[config.mk]
export PLATFORM = sky130hd
export DESIGN_NAME = pidaw_refdiv
export DESIGN_NICKNAME = d
export VERILOG_FILES = /design/src/rtl/pidaw_pkg.sv /design/src/rtl/pidaw_refdiv.sv
export SDC_FILE = /design/constraint.sdc
export NUM_CORES = 1
export LEC_CHECK = 0
export ABC_CLOCK_PERIOD_IN_PS = 3500
export BUFFER_PORTS_ARGS = -buffer_cell sky130_fd_sc_hd__buf_2
export CAP_MARGIN = 0
export CORE_ASPECT_RATIO = 1.25
export CORE_MARGIN = 3
export CORE_UTILIZATION = 29
export CTS_CLUSTER_DIAMETER = 40
export DETAILED_ROUTE_END_ITERATION = 12
export GPL_TIMING_DRIVEN = 0
export PLACE_DENSITY = 0.56
export RECOVER_POWER = 50
export SKIP_CTS_REPAIR_TIMING = 1
export SYNTH_ARGS = -nofsm -noshare
export SYNTH_HDL_FRONTEND = slang
export SYNTH_SLANG_ARGS = --single-unit
[constraint.sdc]
create_clock -name clk -period 3.5 [get_ports clk]
set_clock_uncertainty 0.05 [all_clocks]
set_input_delay 1.05 -clock clk [delete_from_list [all_inputs] [get_ports clk]]
set_output_delay 1.05 -clock clk [all_outputs]
set_load 0.02 [all_outputs]
[src/rtl/pidaw_pkg.sv]
// ----------------------------------------------------------------------------
// pidaw_pkg
// types and constants of the position pid core with integral clamp
// ----------------------------------------------------------------------------
`default_nettype none

package pidaw_pkg;

    // field widths
    localparam int REF_RAW_W  = 20;
    localparam int ANGLE_W    = 16;
    localparam int REF_W      = 17;
    localparam int ERR_W      = 18;
    localparam int INTEG_W    = 16;
    localparam int DERIV_W    = 19;
    localparam int GAIN_W     = 32;
    localparam int LIMIT_W    = 15;
    localparam int CMD_W      = 16;
    localparam int RAW_W      = 32;
    localparam int CFG_IDX_W  = 3;
    localparam int CFG_DATA_W = 32;

    // divide by ten through a reciprocal, exact for magnitudes below 2^22
    localparam int DIV10_SHIFT = 23;
    localparam int DIV10_PROD_W = 2 * REF_RAW_W;
    localparam logic [REF_RAW_W-1:0] DIV10_RECIP = 20'd838861;

    // product and accumulator widths
    localparam int P_ERR_W   = GAIN_W + ERR_W;
    localparam int P_INT_W   = GAIN_W + INTEG_W;
    localparam int P_DER_W   = GAIN_W + DERIV_W;
    localparam int SUM_W     = P_DER_W + 1;
    localparam int FRAC_BITS = 16;
    localparam int CTRL_W    = SUM_W - FRAC_BITS;

    localparam logic [SUM_W-1:0] FRAC_BIAS = SUM_W'((1 << FRAC_BITS) - 1);
    localparam logic [RAW_W-1:0] RAW_MAX   = 32'h7fff_ffff;
    localparam logic [RAW_W-1:0] RAW_MIN   = 32'h8000_0000;

    // reset values of the limit registers
    localparam logic [LIMIT_W-1:0] INTEG_LIMIT_RST   = 15'd500;
    localparam logic [LIMIT_W-1:0] CURRENT_LIMIT_RST = 15'd300;

    // register indexes of the configuration port
    typedef enum logic [CFG_IDX_W-1:0] {
        CFG_KP_GAIN        = 3'd0,
        CFG_KI_GAIN        = 3'd1,
        CFG_KD_GAIN        = 3'd2,
        CFG_INTEGRAL_LIMIT = 3'd3,
        CFG_CURRENT_LIMIT  = 3'd4
    } cfg_index_t;

    typedef struct packed {
        logic signed [GAIN_W-1:0] kp;
        logic signed [GAIN_W-1:0] ki;
        logic signed [GAIN_W-1:0] kd;
    } gains_t;

    // one control tick as it enters
    typedef struct packed {
        logic                        tracking;
        logic                        run;
        logic signed [REF_RAW_W-1:0] reference_raw;
        logic signed [ANGLE_W-1:0]   measured_angle;
        logic                        record_request;
    } in_item_t;

    // tick after reference scaling and error
    typedef struct packed {
        logic                      tracking;
        logic                      run;
        logic signed [ERR_W-1:0]   err;
        logic signed [REF_W-1:0]   ref_value;
        logic signed [ANGLE_W-1:0] meas;
        logic                      rec;
    } err_item_t;

    // tick with the three pid terms
    typedef struct packed {
        logic signed [ERR_W-1:0]   err;
        logic signed [INTEG_W-1:0] integ;
        logic signed [DERIV_W-1:0] deriv;
        logic signed [REF_W-1:0]   ref_value;
        logic signed [ANGLE_W-1:0] meas;
        logic                      rec;
    } pid_item_t;

    // one result
    typedef struct packed {
        logic signed [CMD_W-1:0]   current_command;
        logic signed [REF_W-1:0]   reference_value;
        logic signed [ANGLE_W-1:0] sensor_value;
        logic signed [RAW_W-1:0]   control_raw;
        logic                      record_flag;
    } result_t;

endpackage

`default_nettype wire

[src/rtl/pidaw_refdiv.sv]
// ----------------------------------------------------------------------------
// pidaw_refdiv
// two stages: reference divided by ten toward zero, then the tracking error
// ----------------------------------------------------------------------------
`default_nettype none

module pidaw_refdiv (
    input  wire logic                 clk,
    input  wire logic                 rst_n,
    input  wire logic                 in_valid,
    output logic                      in_ready,
    input  wire pidaw_pkg::in_item_t  in_item,
    output logic                      out_valid,
    input  wire logic                 out_ready,
    output pidaw_pkg::err_item_t      out_item
);

    // stage a: magnitude times reciprocal
    logic                                   a_valid_reg;
    logic                                   a_ready;
    logic [pidaw_pkg::DIV10_PROD_W-1:0]     a_prod_reg;
    logic [pidaw_pkg::DIV10_PROD_W-1:0]     a_prod_next;
    logic                                   a_neg_reg;
    logic signed [pidaw_pkg::ANGLE_W-1:0]   a_meas_reg;
    logic                                   a_trk_reg;
    logic                                   a_run_reg;
    logic                                   a_rec_reg;
    logic [pidaw_pkg::REF_RAW_W-1:0]        raw_u;
    logic [pidaw_pkg::REF_RAW_W-1:0]        a_mag;

    // stage b: signed quotient and error
    logic                                   b_valid_reg;
    logic                                   b_ready;
    pidaw_pkg::err_item_t                   b_item_reg;
    pidaw_pkg::err_item_t                   b_item_next;
    logic [pidaw_pkg::REF_W-1:0]            quot;
    logic signed [pidaw_pkg::REF_W-1:0]     ref_s;

    // stage handshakes
    assign b_ready  = !b_valid_reg || out_ready;
    assign a_ready  = !a_valid_reg || b_ready;
    assign in_ready = a_ready;

    // absolute value and reciprocal multiply
    always_comb
    begin
        raw_u       = pidaw_pkg::REF_RAW_W'(unsigned'(in_item.reference_raw));
        a_mag       = raw_u[pidaw_pkg::REF_RAW_W-1] ? (~raw_u + 1'b1) : raw_u;
        a_prod_next = pidaw_pkg::DIV10_PROD_W'(a_mag)
                    * pidaw_pkg::DIV10_PROD_W'(pidaw_pkg::DIV10_RECIP);
    end

    // apply sign, subtract the measured angle
    always_comb
    begin
        quot  = a_prod_reg[pidaw_pkg::DIV10_SHIFT +: pidaw_pkg::REF_W];
        ref_s = a_neg_reg ? -signed'(quot) : signed'(quot);
        b_item_next.tracking  = a_trk_reg;
        b_item_next.run       = a_run_reg;
        b_item_next.ref_value = ref_s;
        b_item_next.meas      = a_meas_reg;
        b_item_next.rec       = a_rec_reg;
        b_item_next.err       = pidaw_pkg::ERR_W'(ref_s) - pidaw_pkg::ERR_W'(a_meas_reg);
    end

    // valid bits
    always_ff @(posedge clk or negedge rst_n)
    begin
        if (!rst_n)
        begin
            a_valid_reg <= 1'b0;
            b_valid_reg <= 1'b0;
        end
        else
        begin
            if (a_ready)
            begin
                a_valid_reg <= in_valid;
            end
            if (b_ready)
            begin
                b_valid_reg <= a_valid_reg;
            end
        end
    end

    // payload
    always_ff @(posedge clk)
    begin
        if (a_ready && in_valid)
        begin
            a_prod_reg <= a_prod_next;
            a_neg_reg  <= in_item.reference_raw[pidaw_pkg::REF_RAW_W-1];
            a_meas_reg <= in_item.measured_angle;
            a_trk_reg  <= in_item.tracking;
            a_run_reg  <= in_item.run;
            a_rec_reg  <= in_item.record_request;
        end
        if (b_ready && a_valid_reg)
        begin
            b_item_reg <= b_item_next;
        end
    end

    assign out_valid = b_valid_reg;
    assign out_item  = b_item_reg;

endmodule

`default_nettype wire

==> reports/metrics.cfg, run 1 <==
[run_status]
status=finished with violations
violations=setup timing

[synth]
synth.most_common_cell=inv_1
syn_area_per_cell_um2=11.0
synth-simple-area-share_pct=5.29
synth_top_cell_by_area=ha_1
netlist.area_leader.share_pct=24.3
synthTopCellsByArea=ha_1 (24%), edfxtp_1 (24%), fa_1 (23%), inv_1 (8.2%), xnor2_1 (5.0%)
synth_compound_area_share_pct=7.44
async_reset_ff_share_pct=2.15
synth.distinct_cells=53
synth-seq-cells=93
synth-edff-count=91
synth_cells=1032
syn-num-nets=1426
ys.flop_type=edfxtp_1
synth_common_cells=inv_1 (249), ha_1 (220), fa_1 (131)
synthAdderAreaFrac_pct=47.4
yosysWarnings=0
synth_top_family_by_area=adder cells
muxShareOfSynthArea_pct=0.187
synthesis.area_um2=11300
synth-xor-area-share_pct=6.79
ys_seq_area_share_pct=24.5

[placed_design]
numPortBuffers=98
gp_congestion=0.823
dp_cells=1623
dp_hpwl_um=21500

[critical_path]
start_kind=primary input
rr_endpoint=out_item[49]
arrival_ps=8150
r2r-start=a_neg_reg
r2r_slack_ps=-450
cp-startpoint=in_item[29]
crit_type=primary input to flop
worst_r2r_path_depth=12
critical_path_required_ps=3540
endpoint=a_prod_reg[30]
endpoint_kind=flop
path_max_fanout=4

[final_layout]
utilization_pct=36.0
largest_reg_flops=54
diodes=0
syn_to_final_growth_pct=21.8
drive_gt1_share_pct=19.5
layout.nets=1588
stdcell_count=1691

[global_route]
grt_max_degree=42
grtUsageTotal_pct=12.2
grt_pass1_vias=7918
grt_pass1_wl_um=40300
grt-ovfl-total=0
antenna_found_initial=0

[drt]
drtAntennaViolNets=0
wirelength_um=25600
route.detailed.drc=0
vias_per_cell=4.49
num_vias=7592
wire_per_inst_um=15.1
dr.pass1.iters=4
drtIter0Drc=197

[timing]
layout_min_cycle_time_ps=8110
worstMarginPinSlew_ps=1010
timing.final.ws_setup_ps=-4610
timing.hold.ws_ps=378
setup_viol=21
timing.fmax_mhz=123
slew_headroom_pct=32.8
fin_crit_sh_pct=232
finalHoldViolations=0
slew_viol_final=0
rsz0062_at_grt=true

[floorplan]
core_um2=38400
initial_utilization_pct=29.5
ioPinCount=99
row_count=80
die_width_um=183
die-area_um2=41600
die_y_um=227

[cts]
insertion_delay_ps=340
cts.sinks=93
cts.path.max_buffers=2
clk_pin_slew_ps=70
cts_htree_levels=3
tritoncts=built
cts_made_buffers=9
root_buffer=clkbuf_16

[worst_hold_path]
min_path_type=flop to flop

[flow_run]
maxCapViolCount=0

==> per-layer routing <==
metal	share of wire, %	GRT usage (%)
met1	43	14.5
met2	51	23.3
met3	3.0	1.05
met4	2.6	4.06
met5	0	0
==> through the flow <==
| stage | area, µm² | setup WS, ps | TNS, ps |
|---|---|---|---|
| floorplan | 11500 | -4130 | -67300 |
| global placement | 12600 | -5600 | -94410 |
| detailed placement | 12700 | -5590 | -93510 |
| CTS | 12900 | -5250 | -88210 |
| global route | 13800 | -4780 | -79740 |
| finish | 13800 | -4610 | -75600 |
==> cells by family (layout without fill, tap and decap cells) <==
| group | after synthesis | after routing |
|---|---|---|
| adders and majority gates | 351 | 351 |
| buffers and inverters | 254 | 421 |
| AOI/OAI and AO/OA | 126 | 126 |
| and+or+nand+nor | 118 | 118 |
| DFF | 93 | 93 |
| xor gates and xnor gates | 88 | 88 |
| muxes | 2 | 2 |
==> cells in the final DEF (no fill, tap or decap), types with 9 or more instances in the layout <==
master     Yosys  layout
clkbuf_1       4      35
ha_1         220     208
buf_4          0      49
nand2b_1      11      11
nand2_1       27      23
inv_1        249     239
clkbuf_16      0       9
a21o_1        12      12
fa_1         131     130
xor2_1        23      19
buf_2          1      63
o21ai_2        0       9
nand3_1       13      10
nor2_1        24      23
xnor2_1       65      53
a21oi_1       26      19
o21ai_0       29      20
edfxtp_1      91      91
==> worst max-delay path: stages <==
cell       delay (ps)
buf_8             100
or4_4             560
nor3_4            140
nand4_1           230
o31a_1            380
xnor2_4           190
inv_2              80
ha_4              270
fa_1              510
ha_1              310
inv_1              50
fa_1              470
inv_1              50
fa_1              480
fa_1              550
inv_2              60
fa_1              550
inv_2              50
ha_4              230
a21oi_4           160
o21ai_4           110
a2111oi_4         330
o21ai_2           110
buf_6             140
a31o_4            250
a221o_1           420
buf_4             170
xor2_1            140
==> area by class of cell <==
cell class,instances,area (µm²)
Buffer,5,22.5
Clock buffer,9,225
Multi-Input combinational cell,685,8290
Fill cell,3866,24600
Inverter,249,941
Sequential cell,93,2780
Timing Repair Buffer,151,883
Clock inverter,7,62.6
Tap cell,492,616
==> how the worst min path moves through the flow <==
stage | start | endpoint | slack (ps) | depth (start not counted)
global route | a_trk_reg | out_item[53] | 390 | 0
detailed placement | a_rec_reg | out_item[0] | 360 | 0
global placement | a_trk_reg | out_item[53] | 350 | 0
floorplan | a_rec_reg | out_item[0] | 350 | 0
finish | a_run_reg | out_item[52] | 380 | 0
CTS | a_run_reg | out_item[52] | 380 | 0
Power of run 1 is left out: the tool's default activity adds up to more than one toggle a clock period on the data nets, which glitch-free logic cannot reach.
==> run 2: changes to the inputs <==
ABC_CLOCK_PERIOD_IN_PS = 9400   (was 3500)
PLACE_DENSITY = 0.55   (was 0.56)
clock period = 9.4 ns   (was 3.5 ns; I/O delays follow)
==> run 2 against run 1 <==
The run still ends with setup timing left. Flip-flop and latch count did not move. Critical path depth fell by 3. Die area did not move. Critical endpoint is now a_prod_reg[38]. Largest cell class unchanged.
==> reports/metrics.cfg, run 2 (synthesis gave the netlist of run 1 again) <==
[timing]
timing.final.ws_setup_ps=-498  ; +4120 ps
rsz0062_at_grt=true
layout_min_cycle_time_ps=9900
timing.fmax_mhz=101
finalHoldViolations=0  ; unchanged
setup_viol=16  ; -24%
slew_viol_final=0  ; unchanged
slew_headroom_pct=31.7  ; -1.1 points
worstMarginPinSlew_ps=1020  ; +15.8 ps
fin_crit_sh_pct=105
setup_tns_ps=-4810  ; +70790 ps

[final_layout]
fillCellCount=3855  ; -0.28%
final_common_cell=inv_1
drive_gt1_share_pct=17.8  ; -1.8 points
largest_reg_flops=54  ; unchanged
fin_area_um2=13800  ; -0.49%
stdcell_count=1680  ; -0.65%
syn_to_final_growth_pct=21.2
layout.nets=1577  ; -0.69%
diodes=0  ; unchanged
layout_common_cells=inv_1 (242), ha_1 (207), fa_1 (128)

[drt]
top_layer=met4
route.met3.wl_um=959  ; +26%
dr.pass1.iters=4  ; unchanged
wl_met2_um=13500  ; +3.2%
drt-met1-wl_um=10600  ; -3.9%
num_vias=7557  ; -0.46%
route.detailed.drc=0  ; unchanged
drtIter0Drc=194  ; -1.5%
wirelength_um=25700  ; +0.59%
wire_per_inst_um=15.3  ; +1.2%
drtAntennaViolNets=0  ; unchanged
vias_per_cell=4.50  ; +0.19%

[cts]
cts_made_buffers=9  ; unchanged
root_buffer=clkbuf_16
tritoncts=built
cts_htree_levels=3  ; unchanged
clk_pin_slew_ps=60  ; about the same
cts.sinks=93  ; unchanged
cts.path.max_buffers=2  ; unchanged
insertion_delay_ps=340  ; about the same

[critical_path]
critical_path_required_ps=9430  ; +5890 ps
cpPeakStageDelay_ps=550  ; about the same
arrival_ps=9930  ; +1780 ps
endpoint_kind=flop
cpMaxStageDelayCell=fa_1
path_common_cell=fa_1
crit_type=primary input to flop
start_kind=primary input
path_max_fanout=4  ; unchanged

[floorplan]
row_count=80  ; unchanged
die-area_um2=41600  ; unchanged
die_width_um=183  ; unchanged
die_y_um=227  ; unchanged
core_um2=38400  ; unchanged
initial_utilization_pct=29.5  ; unchanged
ioPinCount=99  ; unchanged

[flow_run]
maxCapViolCount=0  ; unchanged

[worst_hold_path]
min_path_type=flop to flop

[global_route]
grt-ovfl-total=0  ; unchanged
grt_max_degree=41  ; -2.4%
grt_pass1_vias=7947  ; +0.37%
grtUsageTotal_pct=12.4  ; +0.14 points
grt_pass1_wl_um=40700  ; +1.2%
antenna_found_initial=0  ; unchanged

[placed_design]
numPortBuffers=98  ; unchanged
gp_congestion=0.832  ; +1.1%
dp_hpwl_um=21800  ; +1.3%
post_dp_cell_area_um2=12600  ; -0.12%
dp_cells=1623  ; unchanged

[run_status]
status=finished with violations
violations=setup timing

-- run 2: cell types whose count changed in the layout (fill, tap and decap cells not counted), sizes merged --
cell / change
buf: -3
bufinv: +1
clkbuf: -8
clkinv: -2
inv: +1
-- run 2: path summary, 6_finish.rpt --
check / start / cells after the start / to / slack (ps)
max: in_item[23] / 25 / a_prod_reg[38] / -500
min: a_trk_reg / 0 / out_item[53] / 370
max reg2reg: a_neg_reg / 13 / out_item[49] / 5190
min reg2reg: a_trk_reg / 0 / out_item[53] / 370
max in group asynchronous: rst_n / 1 / out_valid / 6970
min in group asynchronous: rst_n / 1 / a_valid_reg / 2200
-- run 2: critical path: cells and delay by family --
kind | cells | cell delay, ps
fa+ha+maj | 8 | 3420
compound gates | 7 | 2120
simple gates | 5 | 950
buf+inv | 4 | 430
xor+xnor | 1 | 170
-- run 2: metrics by stage --
step           hold slack [ps]  setup WS, ps  utilization (%)
6_report                   370          -498             35.8
5_1_grt                    375          -697             35.8
4_1_cts                    373         -1250             33.7
3_5_place_dp               357         -1560             32.9
3_3_place_gp               354         -1580             32.8
2_1_floorplan              350         -16.9                -
-- run 2: area by class of cell --
cell class | instances | area (µm²) | share of cell area, %
multi-input cells | 685 | 8250 | 60.0
plain buffers | 5 | 22.5 | 0.164
repair buffers | 140 | 841 | 6.11
well taps | 492 | 616 | 4.48
inverters | 249 | 937 | 6.81
flip-flops and latches | 93 | 2780 | 20.2
clock inverters | 7 | 78.8 | 0.573
clock buffers | 9 | 225 | 1.64
-- run 2: metal layers --
metal  up-vias  track usage [%]
met5         -                0
met4         0             4.57
met3        30             1.37
met2       147             23.3
met1      3658             14.4
li1       3722                -
Power of run 2 is left out for the same reason.
