<file path="src/rtl/pidaw_pkg.sv">
// ----------------------------------------------------------------------------
// pidaw_pkg
// types and constants of the position pid core with integral clamp
// ----------------------------------------------------------------------------
`default_nettype none

package pidaw_pkg;

    // field widths
    localparam int REF_RAW_W  = 20;
    localparam int ANGLE_W    = 16;
    localparam int REF_W      = 17;
    localparam int ERR_W      = 18;
    localparam int INTEG_W    = 16;
    localparam int DERIV_W    = 19;
    localparam int GAIN_W     = 32;
    localparam int LIMIT_W    = 15;
    localparam int CMD_W      = 16;
    localparam int RAW_W      = 32;
    localparam int CFG_IDX_W  = 3;
    localparam int CFG_DATA_W = 32;

    // divide by ten through a reciprocal, exact for magnitudes below 2^22
    localparam int DIV10_SHIFT = 23;
    localparam int DIV10_PROD_W = 2 * REF_RAW_W;
    localparam logic [REF_RAW_W-1:0] DIV10_RECIP = 20'd838861;

    // product and accumulator widths
    localparam int P_ERR_W   = GAIN_W + ERR_W;
    localparam int P_INT_W   = GAIN_W + INTEG_W;
    localparam int P_DER_W   = GAIN_W + DERIV_W;
    localparam int SUM_W     = P_DER_W + 1;
    localparam int FRAC_BITS = 16;
    localparam int CTRL_W    = SUM_W - FRAC_BITS;

    localparam logic [SUM_W-1:0] FRAC_BIAS = SUM_W'((1 << FRAC_BITS) - 1);
    localparam logic [RAW_W-1:0] RAW_MAX   = 32'h7fff_ffff;
    localparam logic [RAW_W-1:0] RAW_MIN   = 32'h8000_0000;

    // reset values of the limit registers
    localparam logic [LIMIT_W-1:0] INTEG_LIMIT_RST   = 15'd500;
    localparam logic [LIMIT_W-1:0] CURRENT_LIMIT_RST = 15'd300;

    // register indexes of the configuration port
    typedef enum logic [CFG_IDX_W-1:0] {
        CFG_KP_GAIN        = 3'd0,
        CFG_KI_GAIN        = 3'd1,
        CFG_KD_GAIN        = 3'd2,
        CFG_INTEGRAL_LIMIT = 3'd3,
        CFG_CURRENT_LIMIT  = 3'd4
    } cfg_index_t;

    typedef struct packed {
        logic signed [GAIN_W-1:0] kp;
        logic signed [GAIN_W-1:0] ki;
        logic signed [GAIN_W-1:0] kd;
    } gains_t;

    // one control tick as it enters
    typedef struct packed {
        logic                        tracking;
        logic                        run;
        logic signed [REF_RAW_W-1:0] reference_raw;
        logic signed [ANGLE_W-1:0]   measured_angle;
        logic                        record_request;
    } in_item_t;

    // tick after reference scaling and error
    typedef struct packed {
        logic                      tracking;
        logic                      run;
        logic signed [ERR_W-1:0]   err;
        logic signed [REF_W-1:0]   ref_value;
        logic signed [ANGLE_W-1:0] meas;
        logic                      rec;
    } err_item_t;

    // tick with the three pid terms
    typedef struct packed {
        logic signed [ERR_W-1:0]   err;
        logic signed [INTEG_W-1:0] integ;
        logic signed [DERIV_W-1:0] deriv;
        logic signed [REF_W-1:0]   ref_value;
        logic signed [ANGLE_W-1:0] meas;
        logic                      rec;
    } pid_item_t;

    // one result
    typedef struct packed {
        logic signed [CMD_W-1:0]   current_command;
        logic signed [REF_W-1:0]   reference_value;
        logic signed [ANGLE_W-1:0] sensor_value;
        logic signed [RAW_W-1:0]   control_raw;
        logic                      record_flag;
    } result_t;

endpackage

`default_nettype wire

</file>
<file path="src/rtl/pidaw_integ.sv">
// ----------------------------------------------------------------------------
// pidaw_integ
// integral with clamp, derivative, and the two state registers of the loop
// ----------------------------------------------------------------------------
`default_nettype none

module pidaw_integ (
    input  wire logic                              clk,
    input  wire logic                              rst_n,
    input  wire logic [pidaw_pkg::LIMIT_W-1:0]     integral_limit,
    input  wire logic                              in_valid,
    output logic                                   in_ready,
    input  wire pidaw_pkg::err_item_t              in_item,
    output logic                                   out_valid,
    input  wire logic                              out_ready,
    output pidaw_pkg::pid_item_t                   out_item
);

    logic signed [pidaw_pkg::INTEG_W-1:0] integral_reg;
    logic signed [pidaw_pkg::INTEG_W-1:0] integral_next;
    logic signed [pidaw_pkg::ERR_W-1:0]   prev_err_reg;
    logic signed [pidaw_pkg::ERR_W-1:0]   prev_err_next;
    logic                                 out_valid_reg;
    logic                                 out_valid_next;
    pidaw_pkg::pid_item_t                 out_item_reg;
    pidaw_pkg::pid_item_t                 out_item_next;

    logic                                 fire;
    logic                                 active;
    logic signed [pidaw_pkg::ERR_W-1:0]   sum;
    logic signed [pidaw_pkg::ERR_W-1:0]   lim;
    logic signed [pidaw_pkg::ERR_W-1:0]   clamped;

    assign in_ready = !out_valid_reg || out_ready;
    assign fire     = in_valid && in_ready;
    assign active   = in_item.tracking && in_item.run;

    // accumulate, clamp, differentiate
    always_comb
    begin
        sum = pidaw_pkg::ERR_W'(integral_reg) + in_item.err;
        lim = signed'(pidaw_pkg::ERR_W'(integral_limit));
        if (sum > lim)
        begin
            clamped = lim;
        end
        else if (sum < -lim)
        begin
            clamped = -lim;
        end
        else
        begin
            clamped = sum;
        end

        out_item_next.err       = in_item.err;
        out_item_next.integ     = pidaw_pkg::INTEG_W'(clamped);
        out_item_next.deriv     = pidaw_pkg::DERIV_W'(in_item.err)
                                - pidaw_pkg::DERIV_W'(prev_err_reg);
        out_item_next.ref_value = in_item.ref_value;
        out_item_next.meas      = in_item.meas;
        out_item_next.rec       = in_item.rec;
    end

    // state update: ignored tick holds, stopped run clears
    always_comb
    begin
        integral_next  = integral_reg;
        prev_err_next  = prev_err_reg;
        out_valid_next = out_valid_reg;
        if (in_ready)
        begin
            out_valid_next = fire && active;
        end
        if (fire && in_item.tracking)
        begin
            if (in_item.run)
            begin
                integral_next = out_item_next.integ;
                prev_err_next = in_item.err;
            end
            else
            begin
                integral_next = '0;
                prev_err_next = '0;
            end
        end
    end

    always_ff @(posedge clk or negedge rst_n)
    begin
        if (!rst_n)
        begin
            integral_reg  <= '0;
            prev_err_reg  <= '0;
            out_valid_reg <= 1'b0;
        end
        else
        begin
            integral_reg  <= integral_next;
            prev_err_reg  <= prev_err_next;
            out_valid_reg <= out_valid_next;
        end
    end

    always_ff @(posedge clk)
    begin
        if (fire && active)
        begin
            out_item_reg <= out_item_next;
        end
    end

    assign out_valid = out_valid_reg;
    assign out_item  = out_item_reg;

endmodule

`default_nettype wire

</file>
<file path="config.mk">
export PLATFORM = sky130hd
export DESIGN_NAME = pidaw_integ
export DESIGN_NICKNAME = d
export VERILOG_FILES = /design/src/rtl/pidaw_pkg.sv /design/src/rtl/pidaw_integ.sv
export SDC_FILE = /design/constraint.sdc
export NUM_CORES = 1
export LEC_CHECK = 0
export BUFFER_PORTS_ARGS = -buffer_cell sky130_fd_sc_hd__buf_2
export CAP_MARGIN = 20
export CORE_MARGIN = 4
export CORE_UTILIZATION = 40
export CTS_BUF_LIST = sky130_fd_sc_hd__clkbuf_2 sky130_fd_sc_hd__clkbuf_4 sky130_fd_sc_hd__clkbuf_8
export CTS_CLUSTER_DIAMETER = 80
export DETAILED_ROUTE_END_ITERATION = 7
export GPL_ROUTABILITY_DRIVEN = 0
export GPL_TIMING_DRIVEN = 0
export HOLD_SLACK_MARGIN = 0.08
export SYNTH_ARGS = -nofsm -noshare
export SYNTH_HDL_FRONTEND = slang
export SYNTH_SLANG_ARGS = --single-unit
export TNS_END_PERCENT = 100
</file>
<file path="constraint.sdc">
create_clock -name clk -period 5.2 [get_ports clk]
set_input_delay 0.52 -clock clk [delete_from_list [all_inputs] [get_ports clk]]
set_output_delay 0.52 -clock clk [all_outputs]
set_load 0.01 [all_outputs]
</file>
==> results of run 1 <==
cell usage in the layout, fill, tap and decap left out, types with 7 or more instances in the layout:
master	Yosys	routed
a211oi_2	1	8
a21o_1	8	8
a21oi_1	34	32
a31oi_1	11	11
buf_2	3	159
clkbuf_1	13	13
clkbuf_8	0	17
dfrtp_1	35	35
edfxtp_1	87	87
ha_1	65	63
inv_1	55	54
nand2_1	56	55
nand2b_1	10	10
nand3_1	32	32
nor2_1	59	57
nor3_1	22	18
o21a_1	10	10
o21ai_0	42	39
o21ai_1	5	7
o22ai_1	8	7
o31ai_1	15	14
xnor2_1	24	23
path summary, 6_finish.rpt:
check,startpoint,cells past startpoint,end
max,integral_limit[2],20,out_item[62]$_DFFE_PP_
min in group clk,in_item[33],1,out_item[33]$_DFFE_PP_
max in group asynchronous,rst_n,1,prev_err_reg[16]$_DFFE_PN0P_
min,rst_n,1,out_valid$_DFFE_PN0N_
max reg2reg,integral_reg[0]$_DFFE_PN0P_,18,out_item[61]$_DFFE_PP_
min reg2reg,prev_err_reg[0]$_DFFE_PN0P_,2,prev_err_reg[0]$_DFFE_PN0P_
layout make-up:
class / count / share of cell area
Multi-Input combinational cell: 535 / 0.428
Sequential cell: 122 / 0.377
Timing Repair Buffer: 163 / 0.0916
Tap cell: 229 / 0.0309
Clock buffer: 22 / 0.0293
Inverter: 55 / 0.0226
Clock inverter: 10 / 0.0112
Buffer: 20 / 0.0103
worst max-delay path, delay by kind of cell:
| family | cells | cell delay [ps] |
|---|---|---|
| simple gates | 8 | 2560 |
| compound gates | 7 | 1180 |
| buf+inv | 3 | 480 |
| fa+ha+maj | 1 | 330 |
| xor+xnor | 1 | 130 |
power groups by stage:
stage / sequential [mW] / combinational [mW] / clock [mW]
detailed placement: 1.33 / 2.99 / 0
global route: 1.33 / 3.78 / 0.882
CTS: 1.31 / 3.10 / 0.839
global placement: 1.33 / 2.97 / 0
floorplan: 1.34 / 2.15 / 0
finish: 1.31 / 3.48 / 0.814
what timing repair did:
| action | in CTS | in global routing |
|---|---|---|
| hold buffers | 0 | 0 |
| pin swaps | 0 | 9 |
| gates resized for setup | 14 | 40 |
| setup buffers | 2 | 2 |
| endpoints found under the setup margin | 30 | 32 |
kinds of logic after synthesis:
group                      count (synthesis)  synth area share
AOI/OAI and AO/OA                        203             0.189
xor gates and xnor gates                  31            0.0388
muxes                                      1           0.00134
adders and majority gates                 68             0.115
DFF                                      122             0.466
buffers and inverters                     75            0.0391
and+or+nand+nor                          232             0.151
Yosys cell counts (12+ instances only):
cell type and n:
nand2_1 56, ha_1 65, edfxtp_1 87, o21ai_0 42, clkbuf_1 13, dfrtp_1 35
o31ai_1 15, nor2_1 59, a21oi_1 34, xnor2_1 24, inv_1 55, nand3_1 32
nor3_1 22, a211oi_1 12
routing by layer:
| metal | vias to the layer above | part of all wire | track usage |
|---|---|---|---|
| li1 | 3105 | - | - |
| met1 | 2977 | 0.45 | 0.242 |
| met2 | 225 | 0.47 | 0.311 |
| met3 | 20 | 0.068 | 0.0348 |
| met4 | 0 | 0.013 | 0.0393 |
| met5 | - | 0 | 0 |
==> qor.txt, run 1 <==
ANT cells -> 0
cts bufs inserted -> 17
All-Layer GR Usage -> 0.182
drt total wl -> 19,900 um
post-layout util -> 0.509
CP max-delay cell -> or4_4
max reg flops -> 87
fin area -> 9270 sq um
setup TNS -> 0 ps
register area -> 3490 sq um
Clk pin slew, worst setup/hold paths -> 80 ps
asr flop ratio synth -> 0.287
critical path startpoint category -> input pin
share of layout cells above drive strength 1 -> 0.283
pwr/cell area -> 605 nW/um^2
main area contributors after synthesis -> edfxtp_1 35%, dfrtp_1 12%, ha_1 11%
Crit Path Max Fanout -> 10
die width -> 145 um
max-slew violations -> 0
register area share after synthesis -> 0.466
final hold violation count -> 0
Layout area overhead -> 23.7%
Syn. warnings -> 0
Reg power frac -> 0.234
Worst Skew -> 11.7 ps
Synth top area share -> 0.349
Non-Filler Instances -> 1,156
Peak VDD IR -> 0.330 mV
clock latency at the later pin of the worst-skew pair -> 430 ps
EDFF count, synth -> 87
CTS max path bufs -> 2
# IOs -> 162
total core area -> 18,200 sq um
CTS H-tree depth -> 4
TritonRoute pass-1 iters -> 5
Vias/cell -> 5.47
combinational share of power -> 0.621
Hold/Removal Path Class -> in2async
largest net degree at the start of global routing -> 70
status -> finished, final reports clean
post-synthesis average cell area -> 10.2 sq um
slowest cell delay on critical path -> 540 ps
die area -> 21,000 sq um
placed insts -> 1,120
Initial Util -> 0.411
pre-CTS setup slack -> -753 ps
setup repair after global routing missed its margin -> yes
Detail Route Antenna Nets -> 0
first-pass GRT wire length -> 30,000 um
post-synthesis cell area -> 7490 sq um
Site Rows -> 49
DR vias -> 6,327
multi-input combinational cell area -> 3960 sq um
placed cell areas -> 8590 sq um
final worst-path cycle share -> 0.969
clock sink count -> 122
worst slew pin tran -> 809 ps
Final HPWL DP -> 15,400 um
grt ovf -> 0
Tot Pwr -> 5.61 mW
Syn Nets -> 872
final setup vio count -> 0
crit path DAT -> 5210 ps
fillers -> 1,721
worst reg2reg setup slack -> 250 ps
max_slew headroom -> 0.461
number of global-route vias before repair -> 5,896
crit path time final -> 5040 ps
critical path class -> in2reg
Clock Power Share -> 0.145
Hold WS -> 174 ps
endpoint type of the worst setup path -> flip-flop
Seq cells post-synth -> 122
Max Fclk -> 0.198 GHz
NumNets Final -> 1,054
CTS tree -> done
Yosys cell types -> 73
cells after synthesis -> 732
maxcap violations -> 0
IO buf count -> 158
setup slack after layout -> 160 ps
critical-path cell list -> buf_2 -> or4_4 -> or3_4 -> or4_4 -> or3_4 -> or3_1 -> buf_2 -> xnor2_1 -> ha_1 -> a211oi_2 -> o21ai_0 -> a21o_1 -> or2_4 -> a21oi_4 -> a21oi_4 -> o21ai_4 -> nand2_2 -> buf_6 -> a211oi_4 -> nor2_1
P_int -> 3.03 mW
worst path required time -> 5370 ps
prevailing post-synth register cell -> edfxtp_1
initial drt markers -> 497
Lkg Pwr -> 3.93 nW
cell accounting for the most synthesized area -> edfxtp_1
Die Ht -> 145 um
Root Driver -> clkbuf_8
drt wl/cell -> 17.2 um
initial antenna violation count -> 0
DRC -> 0
net switching fraction of the power -> 0.460
Psw -> 2.58 mW
Power figures use the tool's default switching activity.
==> run 2: changes to the inputs <==
--- a/config.mk
+++ b/config.mk
@@ -8,13 +8,14 @@
 export BUFFER_PORTS_ARGS = -buffer_cell sky130_fd_sc_hd__buf_2
 export CAP_MARGIN = 20
 export CORE_MARGIN = 4
-export CORE_UTILIZATION = 40
+export CORE_UTILIZATION = 55
 export CTS_BUF_LIST = sky130_fd_sc_hd__clkbuf_2 sky130_fd_sc_hd__clkbuf_4 sky130_fd_sc_hd__clkbuf_8
 export CTS_CLUSTER_DIAMETER = 80
 export DETAILED_ROUTE_END_ITERATION = 7
 export GPL_ROUTABILITY_DRIVEN = 0
 export GPL_TIMING_DRIVEN = 0
 export HOLD_SLACK_MARGIN = 0.08
+export PLACE_DENSITY = 0.81
 export SYNTH_ARGS = -nofsm -noshare
 export SYNTH_HDL_FRONTEND = slang
 export SYNTH_SLANG_ARGS = --single-unit
==> constraint.sdc (replaced) <==
create_clock -name clk -period 6.1 [get_ports clk]
set_input_delay 0.61 -clock clk [delete_from_list [all_inputs] [get_ports clk]]
set_output_delay 0.61 -clock clk [all_outputs]
set_load 0.01 [all_outputs]
==> qor.txt, run 2 (synthesis gave the netlist of run 1 again) <==
Layout area overhead -> 19.1%
pwr/cell area -> 494 nW/um^2
max-slew violations -> 0
drt total wl -> 19,100 um
final worst-path cycle share -> 0.923
Post-CTS Hold Buffers -> 0
Post-CTS Setup Bufs -> 0
fillers -> 1,026
Vias/cell -> 5.91
die area -> 15,500 sq um
grt ovf -> 0
post-layout util -> 0.671
status -> finished, final reports clean
setup TNS -> 0 ps
# IOs -> 162
cts bufs inserted -> 17
crit path DAT -> 5790 ps
final setup vio count -> 0
Site Rows -> 42
max_slew headroom -> 0.469
All-Layer GR Usage -> 0.242
Die Ht -> 125 um
DR vias -> 6,491
first-pass GRT wire length -> 30,400 um
Hold/Removal Path Class -> in2async
Final HPWL DP -> 15,000 um
NumNets Final -> 1,050
worst path required time -> 6260 ps
initial drt markers -> 698
Detail Route Antenna Nets -> 0
max reg flops -> 87
Worst Skew -> 12.7 ps
total core area -> 13,300 sq um
CTS max path bufs -> 2
crit path time final -> 5630 ps
final hold violation count -> 0
clock sink count -> 122
r2r worst-path depth -> 18
worst slew pin tran -> 797 ps
endpoint type of the worst setup path -> flip-flop
critical path startpoint category -> flip-flop
Root Driver -> clkbuf_8
most frequent cells in the layout -> 161 x buf_2, 87 x edfxtp_1, 65 x ha_1
initial antenna violation count -> 0
number of global-route vias before repair -> 6,027
largest net degree at the start of global routing -> 62
setup repair after global routing missed its margin -> no
CTS resizes -> 0
TritonRoute pass-1 iters -> 8
maxcap violations -> 0
critical path class -> reg2reg
Clk pin slew, worst setup/hold paths -> 80 ps
Initial Util -> 0.563
CP startpoint -> integral_reg[0]$_DFFE_PN0P_
Peak VDD IR -> 0.292 mV
share of layout cells above drive strength 1 -> 0.242
Crit Path Max Fanout -> 10
IO buf count -> 158
Max Fclk -> 0.178 GHz
register area -> 3490 sq um
worst reg2reg setup slack -> 470 ps
DRC -> 0
clock latency at the later pin of the worst-skew pair -> 430 ps
most common cell after layout, fill and taps aside -> buf_2
ANT cells -> 0
CTS H-tree depth -> 4
Reg2Reg Launch Point -> integral_reg[0]$_DFFE_PN0P_
multi-input combinational cell area -> 3710 sq um
Lkg Pwr -> 3.85 nW
die width -> 125 um
drt wl/cell -> 17.4 um
CTS tree -> done
==> run 2: cell types whose count changed in the layout (fill, tap and decap cells not counted), sizes merged <==
cell	delta
buf	-3
clkbuf	-5
clkinv	-2
clkinvlp	+3
inv	+3
==> run 2: layout make-up <==
type                       instances  share of cell area
multi-input combinational        535               0.416
sequential                       122               0.391
timing repair buffer             159              0.0918
clock buffer                      18              0.0271
tap                              176              0.0247
inverter                          55              0.0234
clock inverter                    14              0.0163
buffer                            20             0.00968
==> run 2: metal layers <==
metal  routed length, um  global-route usage  up-vias  part of all wire
li1                    -                   -     3095                 -
met1                7990               0.314     3015              0.42
met2                9080               0.407      335              0.47
met3                1630              0.0536       46             0.085
met4                 422              0.0748        0             0.022
met5                   0                   0        -                 0
==> run 2: path summary, 6_finish.rpt <==
check                                               end
max                              out_item[61]$_DFFE_PP_
min                               out_valid$_DFFE_PN0N_
max reg2reg                      out_item[61]$_DFFE_PP_
min reg2reg                 integral_reg[9]$_DFFE_PN0P_
max in group asynchronous  integral_reg[11]$_DFFE_PN0P_
min in group clk                 out_item[24]$_DFFE_PP_
==> run 2: power by group <==
part	leakage [nW]	total (mW)	internal (mW)	switching [mW]
clock	0.189	0.691	0.368	0.323
combinational	2.41	2.59	0.949	1.64
sequential	1.25	1.12	1.07	0.0502
==> run 2: worst max-delay path, stage by stage, from the launching register on <==
cell,delay (ps)
dfrtp_1,370
ha_1,200
inv_1,60
fa_1,420
nor2b_1,230
o31ai_1,140
a211oi_1,320
o21ai_0,170
a21oi_1,190
xor2_1,360
ha_1,340
nand4_1,130
nor4_1,630
or3b_2,500
a311o_1,370
and2_1,200
buf_2,200
nor4_1,400
nor2_1,130
==> run 2: stage by stage <==
stage	std cells	hold WS [ps]	setup WS (ps)	power, mW	cell area, sq um
finish	1099	254	470	4.40	8910
global route	1099	301	158	4.70	8910
CTS	1099	261	636	4.34	8910
detailed placement	1067	471	187	3.64	8530
global placement	1066	464	163	3.59	8500
floorplan	732	314	803	2.98	7490
